===== config.mk =====
export PLATFORM = sky130hd
export DESIGN_NAME = jbdc_div_cell
export DESIGN_NICKNAME = d
export VERILOG_FILES = /design/src/hw/rtl/jbdc_pkg.sv /design/src/hw/rtl/jbdc_div_cell.sv
export SDC_FILE = /design/constraint.sdc
export NUM_CORES = 1
export LEC_CHECK = 0
export ABC_AREA = 0
export BUFFER_PORTS_ARGS = -buffer_cell sky130_fd_sc_hd__buf_4
export CORE_MARGIN = 8
export CORE_UTILIZATION = 40
export DETAILED_ROUTE_END_ITERATION = 8
export GPL_TIMING_DRIVEN = 0
export HOLD_SLACK_MARGIN = 0.03
export PLACE_DENSITY = 0.86
export SYNTH_ARGS = -nofsm -noshare
export SYNTH_HDL_FRONTEND = slang
export SYNTH_SLANG_ARGS = --single-unit

===== constraint.sdc =====
create_clock -name clk -period 1.8 [get_ports clk]
set_input_delay 0 -clock clk [delete_from_list [all_inputs] [get_ports clk]]
set_output_delay 0 -clock clk [all_outputs]
set_load 0.05 [all_outputs]

===== src/hw/rtl/jbdc_pkg.sv =====
// Shared types and constants for the joystick Bezier drive curve.
// No dependencies; every other file of the block refers to this package.
`timescale 1ns / 1ps

package jbdc_pkg;

  // Defaults for the top-level parameters
  localparam int STICK_BITS_DEF = 8;
  localparam int FRAC_BITS_DEF  = 15;

  // Field and register widths
  localparam int SCALE_W    = 14;  // output_scale, drive_floor
  localparam int ZONE_W     = 7;   // zone_limit, full_scale_input
  localparam int POINT_W    = 16;  // curve points
  localparam int DRIVE_W    = 15;  // drive_value
  localparam int OUT_TDATA_W = 16;
  localparam int CFG_DATA_W = 16;
  localparam int CFG_IDX_W  = 3;

  // t is a 16-bit fraction; t = 1.0 travels as a saturation flag
  localparam int T_W     = 16;
  localparam int DIGIT_W = 8;   // multiplier digit of a Horner step

  // Power-basis coefficients and Horner accumulators (signed)
  localparam int C3_W  = 19;
  localparam int C2_W  = 20;
  localparam int C1_W  = 19;
  localparam int C0_W  = 18;   // {p0, round bit}
  localparam int H2_W  = 37;
  localparam int H1_W  = 54;
  localparam int S_W   = 71;
  localparam int C2_SHIFT    = 16;
  localparam int C1_SHIFT    = 32;
  localparam int C0_SHIFT    = 47;
  localparam int CURVE_LSB   = 48;

  localparam int PROD_W    = SCALE_W + POINT_W;
  localparam int OUT_LIMIT = 12000;

  // Register reset values
  localparam logic [ZONE_W-1:0]  ZONE_LIMIT_RST  = 7'd5;
  localparam logic [ZONE_W-1:0]  FULL_SCALE_RST  = 7'd127;
  localparam logic [SCALE_W-1:0] DRIVE_FLOOR_RST = 14'd0;
  localparam logic [POINT_W-1:0] POINT0_RST      = 16'd0;
  localparam logic [POINT_W-1:0] POINT1_RST      = 16'd10923;
  localparam logic [POINT_W-1:0] POINT2_RST      = 16'd21845;
  localparam logic [POINT_W-1:0] POINT3_RST      = 16'd32768;

  typedef enum logic [CFG_IDX_W-1:0] {
    REG_ZONE_LIMIT  = 3'd0,
    REG_FULL_SCALE  = 3'd1,
    REG_DRIVE_FLOOR = 3'd2,
    REG_POINT_0     = 3'd3,
    REG_POINT_1     = 3'd4,
    REG_POINT_2     = 3'd5,
    REG_POINT_3     = 3'd6
  } reg_idx_t;

  // Per-sample sideband carried down the whole pipe
  typedef struct packed {
    logic               neg;   // stick negative
    logic               zero;  // inside dead zone
    logic               sat;   // t = 1.0
    logic               dneg;  // output_scale < drive_floor
    logic [SCALE_W-1:0] dmag;  // |output_scale - drive_floor|
  } side_t;

endpackage


===== src/hw/rtl/jbdc_div_cell.sv =====
// One restoring-division cell: produces one quotient bit of t per cycle while en is high.
// Depends on jbdc_pkg.
`timescale 1ns / 1ps

module jbdc_div_cell (
  input  logic                          clk,
  input  logic                          rst,
  input  logic                          en,
  input  logic [jbdc_pkg::ZONE_W-1:0]   span,
  input  logic                          in_valid,
  input  jbdc_pkg::side_t               in_side,
  input  logic [jbdc_pkg::ZONE_W-1:0]   in_rem,
  input  logic [jbdc_pkg::T_W-1:0]      in_quot,
  output logic                          out_valid,
  output jbdc_pkg::side_t               out_side,
  output logic [jbdc_pkg::ZONE_W-1:0]   out_rem,
  output logic [jbdc_pkg::T_W-1:0]      out_quot
);

  logic [jbdc_pkg::ZONE_W:0]   rem2;
  logic [jbdc_pkg::ZONE_W:0]   span_x;
  logic                        ge;
  logic [jbdc_pkg::ZONE_W:0]   diff;

  assign rem2   = {in_rem, 1'b0};
  assign span_x = {1'b0, span};
  assign ge     = rem2 >= span_x;
  assign diff   = rem2 - span_x;

  always_ff @(posedge clk) begin
    if (rst) begin
      out_valid <= 1'b0;
    end else if (en) begin
      out_valid <= in_valid;
    end
  end

  // remainder stays below span, so it fits back into ZONE_W bits
  always_ff @(posedge clk) begin
    if (en) begin
      out_side <= in_side;
      out_rem  <= ge ? diff[jbdc_pkg::ZONE_W-1:0] : rem2[jbdc_pkg::ZONE_W-1:0];
      out_quot <= {in_quot[jbdc_pkg::T_W-2:0], ge};
    end
  end

endmodule


======== After elaboration in Yosys (flattened, before gate mapping) ========
Cells that the tools add are included.
cells by class
  $add $sub $neg .......................... 1
  magnitude comparators ................... 1
  mux-type cells .......................... 1
operator list
  kind         number
  $ge 8x7->1   1
  $mux 7       1
  $sub 7x7->7  1
word-level totals
  bits in registers ....................... 42
  input bits .............................. 52
  output and inout bits ................... 42
  logic and storage cells ................. 12

======== Logic depth before layout (Yosys ltp) ========
  depth in word-level cells ............... 2
  gate-level depth with buffers ........... 7
  depth with buffers taken out ............ 7

======== Least setup slack after synthesis ========
OpenSTA, ideal clock, no wires.
  path kind ............................... in2reg
  start ................................... in span[1] (netlist name)
  end ..................................... reg out_rem[1] (netlist name) (data pin)
  setup time .............................. 260 ps
  arrival ................................. 1677 ps
  data required time ...................... 1540 ps
  path slack .............................. -137 ps
  cell stages on the path ................. 7
  buffers on the path ..................... 0
  cell sequence ........................... inv_1 > ha_1 > ha_1 > o21ai_2 > a211oi_1 > a2111oi_4 > mux2_2
on the way
  cells in the longest elaborated chain, start to end .. 2
  elaborated cells on any way between the ends .. 3
  those cells by class .................... 1 x add/sub; 1 x order compare; 1 x mux
ends and longest elaborated chain
  what                                              RTL line                                  RTL
  from (decl)                                       jbdc_div_cell.sv:9                        input logic [jbdc_pkg::ZONE_W-1:0] span,
  $sub 7x7->7 / $ge 8x7->1 (equally long branches)  jbdc_div_cell.sv:28, jbdc_div_cell.sv:27
  $mux 7 (*)                                        jbdc_div_cell.sv:42                       out_rem <= ge ? diff[jbdc_pkg::ZONE_W-1:0] : rem2[jbdc_pkg::ZONE_W-1:0];
  to (signal assigned)                              jbdc_div_cell.sv:42
  to (decl)                                         jbdc_div_cell.sv:16                       output logic [jbdc_pkg::ZONE_W-1:0] out_rem,
Every way passes the cells marked *; elsewhere a longest branch is shown, timed or not.
A chain may end at the register's enable or synchronous reset.

======== Final worst setup path ========
  start ................................... in span[0] (netlist name)
  end ..................................... reg out_rem[6] (netlist name) (data pin)
Same word-level chain as after synthesis.

==> metrics <==
Non-Filler Instances 295; antenna violations before repair 0; root buf cell clkbuf_8; clk slew on worst S/H paths 0.07 ns; FMAX 613 MHz; synth unique cells 29; Ant. Diodes 0; Crit path largest cell delay 0.44 ns; slew of the pin with the lowest slew margin 0.512 ns; WP data required 1.83 ns; DRT Wirelength 4870 um; most common cell after layout, fill and taps aside buf_4; routability-driven placement congestion ratio 0.736; DR WL/cell 16.5 um; worst skew pair latency 0.28 ns; min-delay worst type input pin to flop; most frequent cells in the layout buf_4, edfxtp_1, dlygate4sd3_1; Pre-antenna DRT Iters 4; clk sink count 42; Via-to-Cell Ratio 4.70; num rows 24; number of global-route vias before repair 1440; Setup Viol. Count Final 0; Multi-input gate area 448 um2; worst r2r src out_valid; Die X 81.9 um; IO Pins 94; placed insts 249; Rel. slew slack 65.9%; final core occ 70.2%; final clock skew 0 ns; Die Y 81.9 um; Max Cap Violations 0; Clock Tree Buf Depth 2; Worst R2R Path Depth 3; cell leakage power 1.30 nW; PD cells 908 nW/um2; Mapped Area 1740 um2; internal reg-to-reg setup slack 0.60 ns; largest net degree at the start of global routing 43; reg2reg end out_valid; Synthesis Warnings 0; Hold Vio Cnt, Final 0; total chip power 0.00272 W; Via Count 1387; CP startpoint span[0]; area grow syn2layout 72.5%; syn_nets 165; Sequential Area 1250 um2; IO Port Bufs 92; global-route wire length before repair 7050 um; nets 302; CP max stage cell fa_2; worst path arrival time 1.66 ns; Max H-tree Level 2; DRC 0; design area 3000 um2; synthesized area per cell 16.5 um2; RSZ-0062 raised after global routing false; worst-path fanout max 4; status finished, final reports clean; Final ANT Viol Nets 0; gr usage total 13.9%; worst path cell trace buf_4 -> inv_1 -> fa_2 -> a211oi_2 -> nor3_1 -> or3b_2 -> mux2_2; element type at the critical path end flop; Final Max Slew Viols 0; Max IR drop VDD 0.418 mV; crit share post-route 90.6%; end of the critical path out_rem[6]; fillers 281; share of layout cells above drive strength 1 46.5%; initial DRC count 90; core box area 4260 um2; TritonCTS clock tree yes; register area share after synthesis 72.0%; hpwl dp 3370 um; Initial Utilization 40.7%; Yosys reg bits 42; grt ovf 0; CP Launch Type input pin; CTS buffer count 5; crit path kind input pin to flop; Tmin final 1.63 ns; Cells after Synth 105; dpl cell area 2500 um2; Die ar. 6710 um2
## stage by stage
| step | setup slack, ns | setup TNS (ns) | hold slack (ns) |
|---|---|---|---|
| after floorplan | -0.0135 | -0.0676 | 0.0724 |
| after global placement | -0.305 | -1.58 | 0.160 |
| after detailed placement | -0.344 | -1.87 | 0.172 |
| after CTS | 0.0146 | 0 | 0.0318 |
| after global routing | 0.0873 | 0 | 0.0394 |
| final | 0.169 | 0 | 0.0432 |
## worst min-delay path by stage
stage	start	endpoint	depth (start not counted)
2_1_floorplan	rst	out_valid	1
3_3_place_gp	rst	out_valid	2
3_5_place_dp	rst	out_valid	2
4_1_cts	in_rem[5]	out_rem[6]	2
5_1_grt	in_rem[3]	out_rem[4]	2
6_report	in_rem[1]	out_rem[2]	2
## state kept, by name, summed over array words and instances, names as in the netlist
| name | cells |
|---|---|
| out_valid | 1 |
| out_quot | 16 |
| out_side | 18 |
| out_rem | 7 |
## routing by layer
| layer | wire (um) | share of wire (%) | vias to the layer above | GRT usage, % |
|---|---|---|---|---|
| met5 | 0 | 0 | - | 0 |
| met4 | 26 | 0.53 | 0 | 4.21 |
| met3 | 579 | 12 | 2 | 4.92 |
| met2 | 2330 | 48 | 80 | 24.6 |
| met1 | 1930 | 40 | 635 | 15.3 |
| li1 | - | - | 670 | - |
## cells in the mapped netlist
cell type,instances,area (um2)
a2111oi_0,1,8.76
a2111oi_4,1,27.5
a211oi_1,3,22.5
a21boi_0,1,7.51
a21o_1,2,15.0
a21oi_1,1,5.00
dfxtp_1,1,20.0
edfxtp_1,41,1230
fa_1,1,20.0
ha_1,7,87.6
inv_1,12,45.0
mux2_2,5,56.3
mux2i_1,2,20.0
nand2_1,2,7.51
nand2b_1,2,12.5
nand3b_1,1,7.51
nand4b_1,1,8.76
nor2_1,6,22.5
nor2b_1,1,6.26
nor3_1,1,5.00
nor3b_1,1,7.51
o2111ai_1,1,8.76
o211ai_1,1,7.51
o21ai_0,3,15.0
o21ai_2,1,8.76
o221ai_1,1,8.76
or3b_2,3,26.3
xnor2_1,1,8.76
xor2_1,1,8.76
## area by class of cell
cell class              instances  area share (%)
flip-flops and latches         42            41.8
well taps                      52            2.17
repair buffers                130            35.7
clock inverters                 1            1.00
clock buffers                   7            2.88
multi-input cells              51            15.0
inverters                      12            1.50
## logic make-up (layout without fill, tap and decap cells)
kind of cell / Yosys count / in the layout / share of synthesized area (%)
buffers and inverters: 12 / 150 / 2.59
DFF: 42 / 42 / 72.0
xor gates and xnor gates: 2 / 2 / 1.01
and+or+nand+nor: 18 / 18 / 5.98
adders and majority gates: 8 / 8 / 6.20
muxes: 7 / 7 / 4.39
AOI/OAI and AO/OA: 16 / 16 / 7.78
## power breakdown
part           switching (W)  internal, W  total [W]  leakage [nW]
combinational       0.000473     0.000309   0.000782         0.831
sequential         0.0000252      0.00117    0.00120         0.410
clock               0.000287     0.000452   0.000739        0.0585
## timing repair
action / 4_1_cts / 5_1_grt
setup buffers: 1 / 1
endpoints found under the setup margin: 5 / 5
resized for setup: 0 / 1
pin swaps: 1 / 1
endpoints found under the hold margin: 34 / 1
hold buffers: 35 / 1
## worst max-delay path, delay by kind of cell
family,cells,cell delay (ns)
compound gates,1,0.28
fa+ha+maj,1,0.44
simple gates,2,0.51
buf+inv,2,0.16
mux,1,0.26
Power figures use the tool's default switching activity.
