## src/hw/rtl/jbdc_pkg.sv

```systemverilog
// Shared types and constants for the joystick Bezier drive curve.
// No dependencies; every other file of the block refers to this package.
`timescale 1ns / 1ps

package jbdc_pkg;

  // Defaults for the top-level parameters
  localparam int STICK_BITS_DEF = 8;
  localparam int FRAC_BITS_DEF  = 15;

  // Field and register widths
  localparam int SCALE_W    = 14;  // output_scale, drive_floor
  localparam int ZONE_W     = 7;   // zone_limit, full_scale_input
  localparam int POINT_W    = 16;  // curve points
  localparam int DRIVE_W    = 15;  // drive_value
  localparam int OUT_TDATA_W = 16;
  localparam int CFG_DATA_W = 16;
  localparam int CFG_IDX_W  = 3;

  // t is a 16-bit fraction; t = 1.0 travels as a saturation flag
  localparam int T_W     = 16;
  localparam int DIGIT_W = 8;   // multiplier digit of a Horner step

  // Power-basis coefficients and Horner accumulators (signed)
  localparam int C3_W  = 19;
  localparam int C2_W  = 20;
  localparam int C1_W  = 19;
  localparam int C0_W  = 18;   // {p0, round bit}
  localparam int H2_W  = 37;
  localparam int H1_W  = 54;
  localparam int S_W   = 71;
  localparam int C2_SHIFT    = 16;
  localparam int C1_SHIFT    = 32;
  localparam int C0_SHIFT    = 47;
  localparam int CURVE_LSB   = 48;

  localparam int PROD_W    = SCALE_W + POINT_W;
  localparam int OUT_LIMIT = 12000;

  // Register reset values
  localparam logic [ZONE_W-1:0]  ZONE_LIMIT_RST  = 7'd5;
  localparam logic [ZONE_W-1:0]  FULL_SCALE_RST  = 7'd127;
  localparam logic [SCALE_W-1:0] DRIVE_FLOOR_RST = 14'd0;
  localparam logic [POINT_W-1:0] POINT0_RST      = 16'd0;
  localparam logic [POINT_W-1:0] POINT1_RST      = 16'd10923;
  localparam logic [POINT_W-1:0] POINT2_RST      = 16'd21845;
  localparam logic [POINT_W-1:0] POINT3_RST      = 16'd32768;

  typedef enum logic [CFG_IDX_W-1:0] {
    REG_ZONE_LIMIT  = 3'd0,
    REG_FULL_SCALE  = 3'd1,
    REG_DRIVE_FLOOR = 3'd2,
    REG_POINT_0     = 3'd3,
    REG_POINT_1     = 3'd4,
    REG_POINT_2     = 3'd5,
    REG_POINT_3     = 3'd6
  } reg_idx_t;

  // Per-sample sideband carried down the whole pipe
  typedef struct packed {
    logic               neg;   // stick negative
    logic               zero;  // inside dead zone
    logic               sat;   // t = 1.0
    logic               dneg;  // output_scale < drive_floor
    logic [SCALE_W-1:0] dmag;  // |output_scale - drive_floor|
  } side_t;

endpackage

```

## src/hw/rtl/jbdc_horner_step.sv

```systemverilog
// One Horner step acc' = acc * t + (add << ADD_SHIFT), split over two cells
// that each multiply by one 8-bit digit of t.  Depends on jbdc_pkg.
`timescale 1ns / 1ps

module jbdc_horner_step #(
  parameter int IN_W      = jbdc_pkg::C3_W,
  parameter int ADD_W     = jbdc_pkg::C2_W,
  parameter int ADD_SHIFT = jbdc_pkg::C2_SHIFT,
  parameter int OUT_W     = jbdc_pkg::H2_W
) (
  input  logic                        clk,
  input  logic                        rst,
  input  logic                        en,
  input  logic signed [ADD_W-1:0]     add,
  input  logic                        in_valid,
  input  jbdc_pkg::side_t             in_side,
  input  logic [jbdc_pkg::T_W-1:0]    in_t,
  input  logic signed [IN_W-1:0]      in_acc,
  output logic                        out_valid,
  output jbdc_pkg::side_t             out_side,
  output logic [jbdc_pkg::T_W-1:0]    out_t,
  output logic signed [OUT_W-1:0]     out_acc
);

  localparam int LO_W = IN_W + jbdc_pkg::DIGIT_W + 1;

  logic                      a_valid;
  jbdc_pkg::side_t           a_side;
  logic [jbdc_pkg::T_W-1:0]  a_t;
  logic signed [IN_W-1:0]    a_acc;
  logic signed [LO_W-1:0]    a_lo;

  logic signed [LO_W-1:0]    lo_prod;
  logic signed [OUT_W-1:0]   hi_prod;
  logic signed [OUT_W-1:0]   lo_ext;
  logic signed [OUT_W-1:0]   add_ext;
  logic signed [OUT_W-1:0]   acc_next;

  // cell A: low digit
  assign lo_prod = in_acc * $signed({1'b0, in_t[jbdc_pkg::DIGIT_W-1:0]});

  // cell B: high digit, plus low partial and the coefficient
  assign hi_prod  = a_acc * $signed({1'b0, a_t[jbdc_pkg::T_W-1:jbdc_pkg::DIGIT_W]});
  assign lo_ext   = OUT_W'(a_lo);
  assign add_ext  = OUT_W'(add) <<< ADD_SHIFT;
  assign acc_next = (hi_prod <<< jbdc_pkg::DIGIT_W) + lo_ext + add_ext;

  always_ff @(posedge clk) begin
    if (rst) begin
      a_valid   <= 1'b0;
      out_valid <= 1'b0;
    end else if (en) begin
      a_valid   <= in_valid;
      out_valid <= a_valid;
    end
  end

  always_ff @(posedge clk) begin
    if (en) begin
      a_side   <= in_side;
      a_t      <= in_t;
      a_acc    <= in_acc;
      a_lo     <= lo_prod;
      out_side <= a_side;
      out_t    <= a_t;
      out_acc  <= acc_next;
    end
  end

endmodule

```

## config.mk

```make
export PLATFORM = sky130hd
export DESIGN_NAME = jbdc_horner_step
export DESIGN_NICKNAME = d
export VERILOG_FILES = /design/src/hw/rtl/jbdc_pkg.sv /design/src/hw/rtl/jbdc_horner_step.sv
export SDC_FILE = /design/constraint.sdc
export NUM_CORES = 1
export LEC_CHECK = 0
export BUFFER_PORTS_ARGS = -buffer_cell sky130_fd_sc_hd__buf_4
export CORE_MARGIN = 3
export CORE_UTILIZATION = 60
export CTS_CLUSTER_SIZE = 10
export DETAILED_ROUTE_END_ITERATION = 16
export GPL_ROUTABILITY_DRIVEN = 0
export PLACE_DENSITY_LB_ADDON = 0.08
export SYNTH_ARGS = -nofsm -noshare
export SYNTH_HDL_FRONTEND = slang
export SYNTH_SLANG_ARGS = --single-unit
```

## constraint.sdc

```tcl
create_clock -name clk -period 9.83 [get_ports clk]
set_clock_uncertainty 0.2 [all_clocks]
set_input_delay 0.983 -clock clk [delete_from_list [all_inputs] [get_ports clk]]
set_output_delay 0.983 -clock clk [all_outputs]
set_load 0.01 [all_outputs]
```

# Word-level counts from Yosys, hierarchy flattened
# Index checks and enable logic that the tools add are counted.
[word_totals]
reg_bits = 154
inputBits = 77
[op_classes]
add_sub_neg = 2
multipliers = 2
[op_table]
columns = ["op", "count"]
rows = [
  ["19-bit by 9-bit multiplier with 28-bit output", 2],
  ["36-bit by 28-bit adder with 37-bit output", 1],
  ["37-bit by 36-bit adder with 37-bit output", 1],
]

# Longest topological paths before layout
# Gate-level depths: netlist (run 1).
[depth]
depth_word = 3
mapped_depth = 29
mapped_depth_nobuf = 27

# Least setup slack after synthesis (run 1)
# OpenSTA, ideal clock, no wires.
[synth_path]
path_kind = "flip-flop to flip-flop"
from = "register a_t[8] (netlist bit)"
to = "register out_acc[34], data pin"
setup_time_ps = 265
arrival_ps = 6481
required_ps = 9365
path_slack_ps = 2884
stages_incl_launch_ff = 26
path_cell_list = "edfxtp_1 clkbuf_1 clkbuf_1 nand2_1 fa_1 inv_1 fa_1 fa_1 inv_1 fa_1 inv_1 ha_1 a21o_1 a221oi_2 and3b_1 a21oi_1 o22a_1 or4_1 nand3_1 fa_1 ha_1 and3_1 and3_1 a31oi_1 o21ai_0 xor2_1"
[synth_between]
elab_chain_len = 3
[synth_rtl]
columns = ["element", "line", "text"]
rows = [
  ["from (decl)", "jbdc_horner_step.sv:29", "logic [jbdc_pkg::T_W-1:0] a_t;"],
  ["from (signal assigned)", "jbdc_horner_step.sv:61", "a_t <= in_t;"],
  ["19-bit by 9-bit multiplier with 28-bit output", "jbdc_horner_step.sv:43", "assign hi_prod = a_acc * $signed({1'b0, a_t[jbdc_pkg::T_W-1:jbdc_pkg::DIGIT_W]});"],
  ["36-bit by 28-bit adder with 37-bit output", "jbdc_horner_step.sv:46", "assign acc_next = (hi_prod <<< jbdc_pkg::DIGIT_W) + lo_ext + add_ext;"],
  ["37-bit by 36-bit adder with 37-bit output", "jbdc_horner_step.sv:46", ""],
  ["via acc_next[34]", "jbdc_horner_step.sv:37", "logic signed [OUT_W-1:0] acc_next;"],
  ["to (signal assigned)", "jbdc_horner_step.sv:66", "out_acc <= acc_next;"],
  ["to (decl)", "jbdc_horner_step.sv:22", "output logic signed [OUT_W-1:0] out_acc"],
]
# The timed path passes the listed nets, and every way through them passes these cells.
# A chain may end at the register's enable or synchronous reset.

# Worst setup path in the final report (run 1)
[layout_path]
from = "register a_t[8] (netlist bit)"
to = "register out_acc[36], data pin"
# The elaborated chain is that of the path after synthesis.

==> metrics.csv, run 1 <==
metric;value;unit
clockBufferDepth;2;
h-tree-depth;4;
start_util;0.6107;
cp_max_fo;20;
syn_area;0.01758;mm²
final_cells;2215;
slew-limit-headroom;0.4219;
clk-insertion-delay-late;0.44;ns
die_area;0.03138;mm²
grt_max_degree;89;
cts_tree;built;
synthArstFlopShare;0;
postCtsResizedCells;0;
dieHeight;177.2;µm
layout_commonest_cell;inv_1;
wl_per_cell;16.91;µm
diodes;0;
final.fill_count;2171;
final_cell_mix;353 x inv_1, 261 x fa_1, 178 x and2_1;
synth_edf_count;152;
fin_crit_sh;0.7774;
clk_pin_slew;0.08;ns
cpLargestDelayFamily;adder cells;
clock.fmax;130.9;MHz
r2r_slack;2.19;ns
antenna_found_initial;0;
slew_viol_final;0;
holdCritPathClass;flip-flop to flip-flop;
vias;12070;
syn-instance-count;1686;
fin_setup_tns;0;ns
cp_data_arrival_time;7.62;ns
drc;0;
timing.critical_path.to;out_acc[36];
die_w;177.2;µm
firstDrtPassIters;5;
status;finished clean;
mappedNetlistNets;2171;
multiInputGateArea;0.01151;mm²
max-cap-violations;0;
ios;149;
rows;62;
critPathMaxStageDelay;0.80;ns
fin_crit;7.642;ns
cp-start-kind;flip-flop;
core-area;0.02878;mm²
setup_violations;0;
synthToLayoutAreaGrowth;11.78;%
ys_ff_latch;154;
finalWorstSetupSlack;2.188;ns
cts.sinks;154;
synth-main-ff-cell;edfxtp_1;
crit_path_start;a_t[8];
track_usage;0.2547;
cts_root_buf;clkbuf_16;
wl;37460;µm
drive_above_1_share;0.1087;
first_iter_violations;637;
ctsHoldBuffers;0;
critPathMostFrequentCell;fa_1;
slowest_stage;edfxtp_1;
synth_area_per_cell;10.42;µm²
endpoint_kind;flip-flop;
seq_area;0.004604;mm²
r2r_start;a_t[8];
crit_cells;24;
ys_seq_area_frac;0.2620;
cts_buffers;17;
first_global_vias;12930;
crit_chain;nand2_1, fa_1, inv_1, fa_1, ha_1, inv_1, fa_1, inv_1, ha_1, a211oi_1, nor3_1, o21ai_0, a21oi_1, o41ai_1, xnor2_1, fa_1, ha_1, and3_1, and4_1, a21oi_1, o21ai_0, a31o_2, a31oi_1, xnor2_1;
r2r_cells;24;
overflow;0;
placed_cells;2183;
required;9.81;ns
final_antenna_net_count;0;
rsz0062_at_grt;no;
synth_cell_types;59;
final_hold_viol_count;0;
place_ws;2.451;ns
grt_pass1_wl;63810;µm
path_buf_inv;3;
criticalPathCategory;flip-flop to flip-flop;
cts_setup_buffers;0;
r2r-end;out_acc[36];
worst_pin_slew;0.8672;ns
dp_hpwl;29650;µm
portBuffers;148;
via_per_inst;5.449;
nets;2303;
yosys_warnings;0;
-- Yosys cell counts, types with 3 or more instances --
cell	number	area (µm²)
inv_1	353	1325
fa_1	261	5225
and2_1	178	1114
nand2_1	160	600.6
edfxtp_1	152	4564
ha_1	147	1839
a21oi_1	55	275.3
xnor2_1	51	446.7
clkbuf_1	36	135.1
nor2_1	34	127.6
a21o_1	33	247.7
o21ai_0	25	125.1
xor2_1	23	201.4
nand3_1	17	85.08
o21a_1	16	120.1
nor3_1	15	75.07
and3_1	14	87.58
a211oi_1	12	90.09
nand4_1	8	50.05
nor2b_1	7	43.79
o211ai_1	6	45.04
o21bai_1	6	45.04
a31oi_1	5	31.28
and4_1	5	43.79
nand2b_1	5	31.28
a31o_2	4	35.03
o21ai_1	4	20.02
o31ai_1	4	30.03
nor4_1	3	18.77
o22ai_1	3	18.77
o31a_1	3	26.28
o41ai_1	3	26.28
-- registers in the layout (all words and copies together) (netlist names) --
register   flops
a_t           16
out_acc       37
out_valid      1
out_side      18
a_lo          28
a_side        18
out_t         16
a_valid        1
a_acc         19
-- cell type report --
class,count,share of cell area
clock inverter,15,0.009043
sequential,154,0.2344
tap,384,0.02446
multi-input combinational,1143,0.5859
clock buffer,17,0.02165
timing repair buffer,149,0.05713
inverter,353,0.06744
-- cells by family after synthesis --
kind of cell             share of synthesized area
AO/OA/AOI/OAI                              0.08102
XOR/XNOR                                   0.03688
adder cells (fa/ha/maj)                     0.4019
buffers and inverters                      0.08308
flip-flops                                  0.2620
multiplexers                              0.001139
AND/OR/NAND/NOR                             0.1340
-- how the worst min path moves through the flow --
stage / from / end / slack (ns) / cells after the start
2_1_floorplan: a_lo[0] / out_acc[0] / 0.20 / 0
3_3_place_gp: a_side[5] / out_side[5] / 0.20 / 0
3_5_place_dp: a_lo[0] / out_acc[0] / 0.21 / 0
4_1_cts: a_side[7] / out_side[7] / 0.21 / 0
5_1_grt: a_side[7] / out_side[7] / 0.23 / 0
6_report: a_lo[4] / out_acc[4] / 0.22 / 0
-- layer usage --
layer	track usage	wire length (µm)	up-vias
met4	0.06121	515	0
met1	0.3442	16480	5998
met5	0	0	-
met2	0.4386	18560	358
met3	0.03668	1904	60
li1	-	-	5653
-- through the flow --
step,utilization,cell area (µm²),hold WS (ns)
after floorplan,-,17580,0.2003
after global placement,0.6617,19040,0.2007
after detailed placement,0.6617,19040,0.2059
after CTS,0.6826,19650,0.2134
after global routing,0.6826,19650,0.2253
final,0.6826,19650,0.2164
Power of run 1 is not shown: default switching activity piles up to over one toggle a cycle in this logic, so the estimate is an artifact.
==> run 2: changes to the inputs <==
- clock period: 9.83 -> 7.4 ns (I/O delays scaled with it)
==> run 2 against run 1 <==
  * Clock-buffer cell count unchanged
  * First-iteration DRC count is 21% higher
  * Cell count is 1.2% higher
  * Design area rose by 1.5%
  * Register-to-register slack worse by 1.9 ns
  * Non-clock buffer count up 26
  * Routed wire length grew 1.3%
  * Critical endpoint is now out_acc[35]
==> metrics.csv, run 2 (synthesis gave the netlist of run 1 again) <==
metric;value;unit
layout_commonest_cell;inv_1;
final.fill_count;2189;
ctsHoldBuffers;0;
cpLargestDelayFamily;adder cells;
cts_root_buf;clkbuf_16;
grt_max_degree;82;
setup_violations;0;
required;7.39;ns
critPathMostFrequentCell;fa_1;
slew-limit-headroom;0.3423;
vias;12210;
cp_max_fo;8;
dp_hpwl;29620;µm
first_iter_violations;773;
wl_per_cell;16.94;µm
via_per_inst;5.450;
start_util;0.6107;
fin_util;0.6931;
criticalPathCategory;flip-flop to flip-flop;
slew_viol_final;0;
fin_crit_sh;0.9651;
die_area;0.03138;mm²
track_usage;0.2499;
largestRegisters;out_acc: 37 flops, a_lo: 28 flops, a_acc: 19 flops;
firstDrtPassIters;5;
synthToLayoutAreaGrowth;13.50;%
rows;62;
cts.sinks;154;
overflow;0;
antenna_found_initial;3;
clk_pin_slew;0.08;ns
fin_crit;7.142;ns
wl;37960;µm
largest_register_ffs;37;
h-tree-depth;4;
clock.fmax;140.0;MHz
critPathMaxStageDelay;0.55;ns
drive_above_1_share;0.1233;
holdCritPathClass;flip-flop to flip-flop;
slowest_stage;fa_1;
core-area;0.02878;mm²
final_cell_mix;353 x inv_1, 261 x fa_1, 178 x and2_1;
clockBufferDepth;2;
cts_tree;built;
die_w;177.2;µm
diodes;0;
dieHeight;177.2;µm
path_buf_inv;5;
cp-start-kind;flip-flop;
cts_buffers;17;
final_hold_viol_count;0;
final_antenna_net_count;0;
worst_pin_slew;0.9865;ns
clk-insertion-delay-late;0.45;ns
ios;149;
cp_data_arrival_time;7.13;ns
nets;2329;
drc;0;
status;finished clean;
top_register;out_acc;
first_global_vias;12760;
endpoint_kind;flip-flop;
max-cap-violations;0;
portBuffers;148;
grt_pass1_wl;62310;µm
run 2: cell count changes in the layout (fill, tap and decap cells not counted), moves of 2 or more:
cell / change
buf_4: +22
buf_12: +4
inv_6: -2
o41ai_1: -2
o41ai_2: +2
run 2: final cells by class:
cell class | count | area, µm² | share of cell area
clock buffers | 17 | 425.4 | 0.02133
clock inverters | 15 | 201.4 | 0.01010
inverters | 353 | 1325 | 0.06642
multi-input cells | 1143 | 11540 | 0.5787
flip-flops and latches | 154 | 4604 | 0.2308
well taps | 384 | 480.5 | 0.02409
repair buffers | 175 | 1368 | 0.06856
run 2: what timing repair did:
| item | CTS | global route |
|---|---|---|
| buffers inserted | 0 | 18 |
| resized for setup | 0 | 7 |
| setup endpoints to repair | 0 | 10 |
run 2: path summary, 6_finish.rpt:
path / from / depth (start not counted) / slack [ns] / to
max: a_t[8] / 26 / 0.26 / out_acc[35]
min: a_side[0] / 0 / 0.22 / out_side[0]
max reg2reg: a_t[8] / 26 / 0.26 / out_acc[35]
min reg2reg: a_side[0] / 0 / 0.22 / out_side[0]
run 2: routing by layer:
metal | share of wire | GRT usage | vias up
li1 | - | - | 5694
met1 | 0.43 | 0.3299 | 6026
met2 | 0.49 | 0.4329 | 400
met3 | 0.057 | 0.03904 | 87
met4 | 0.020 | 0.06776 | 6
met5 | 0.0012 | 0 | -
run 2: metrics by stage:
stage	setup TNS, ns	worst slack, ns	hold WS [ns]	instance area (µm²)	instances
finish	0	0.2580	0.2228	19950	2241
global route	-0.04614	-0.04614	0.2204	19950	2241
floorplan	0	0.4544	0.2003	17580	1686
detailed placement	0	0.06927	0.2051	19100	2191
CTS	0	0.05057	0.2209	19730	2223
global placement	0	0.2123	0.2005	19100	2191
Power of run 2 is left out for the same reason.
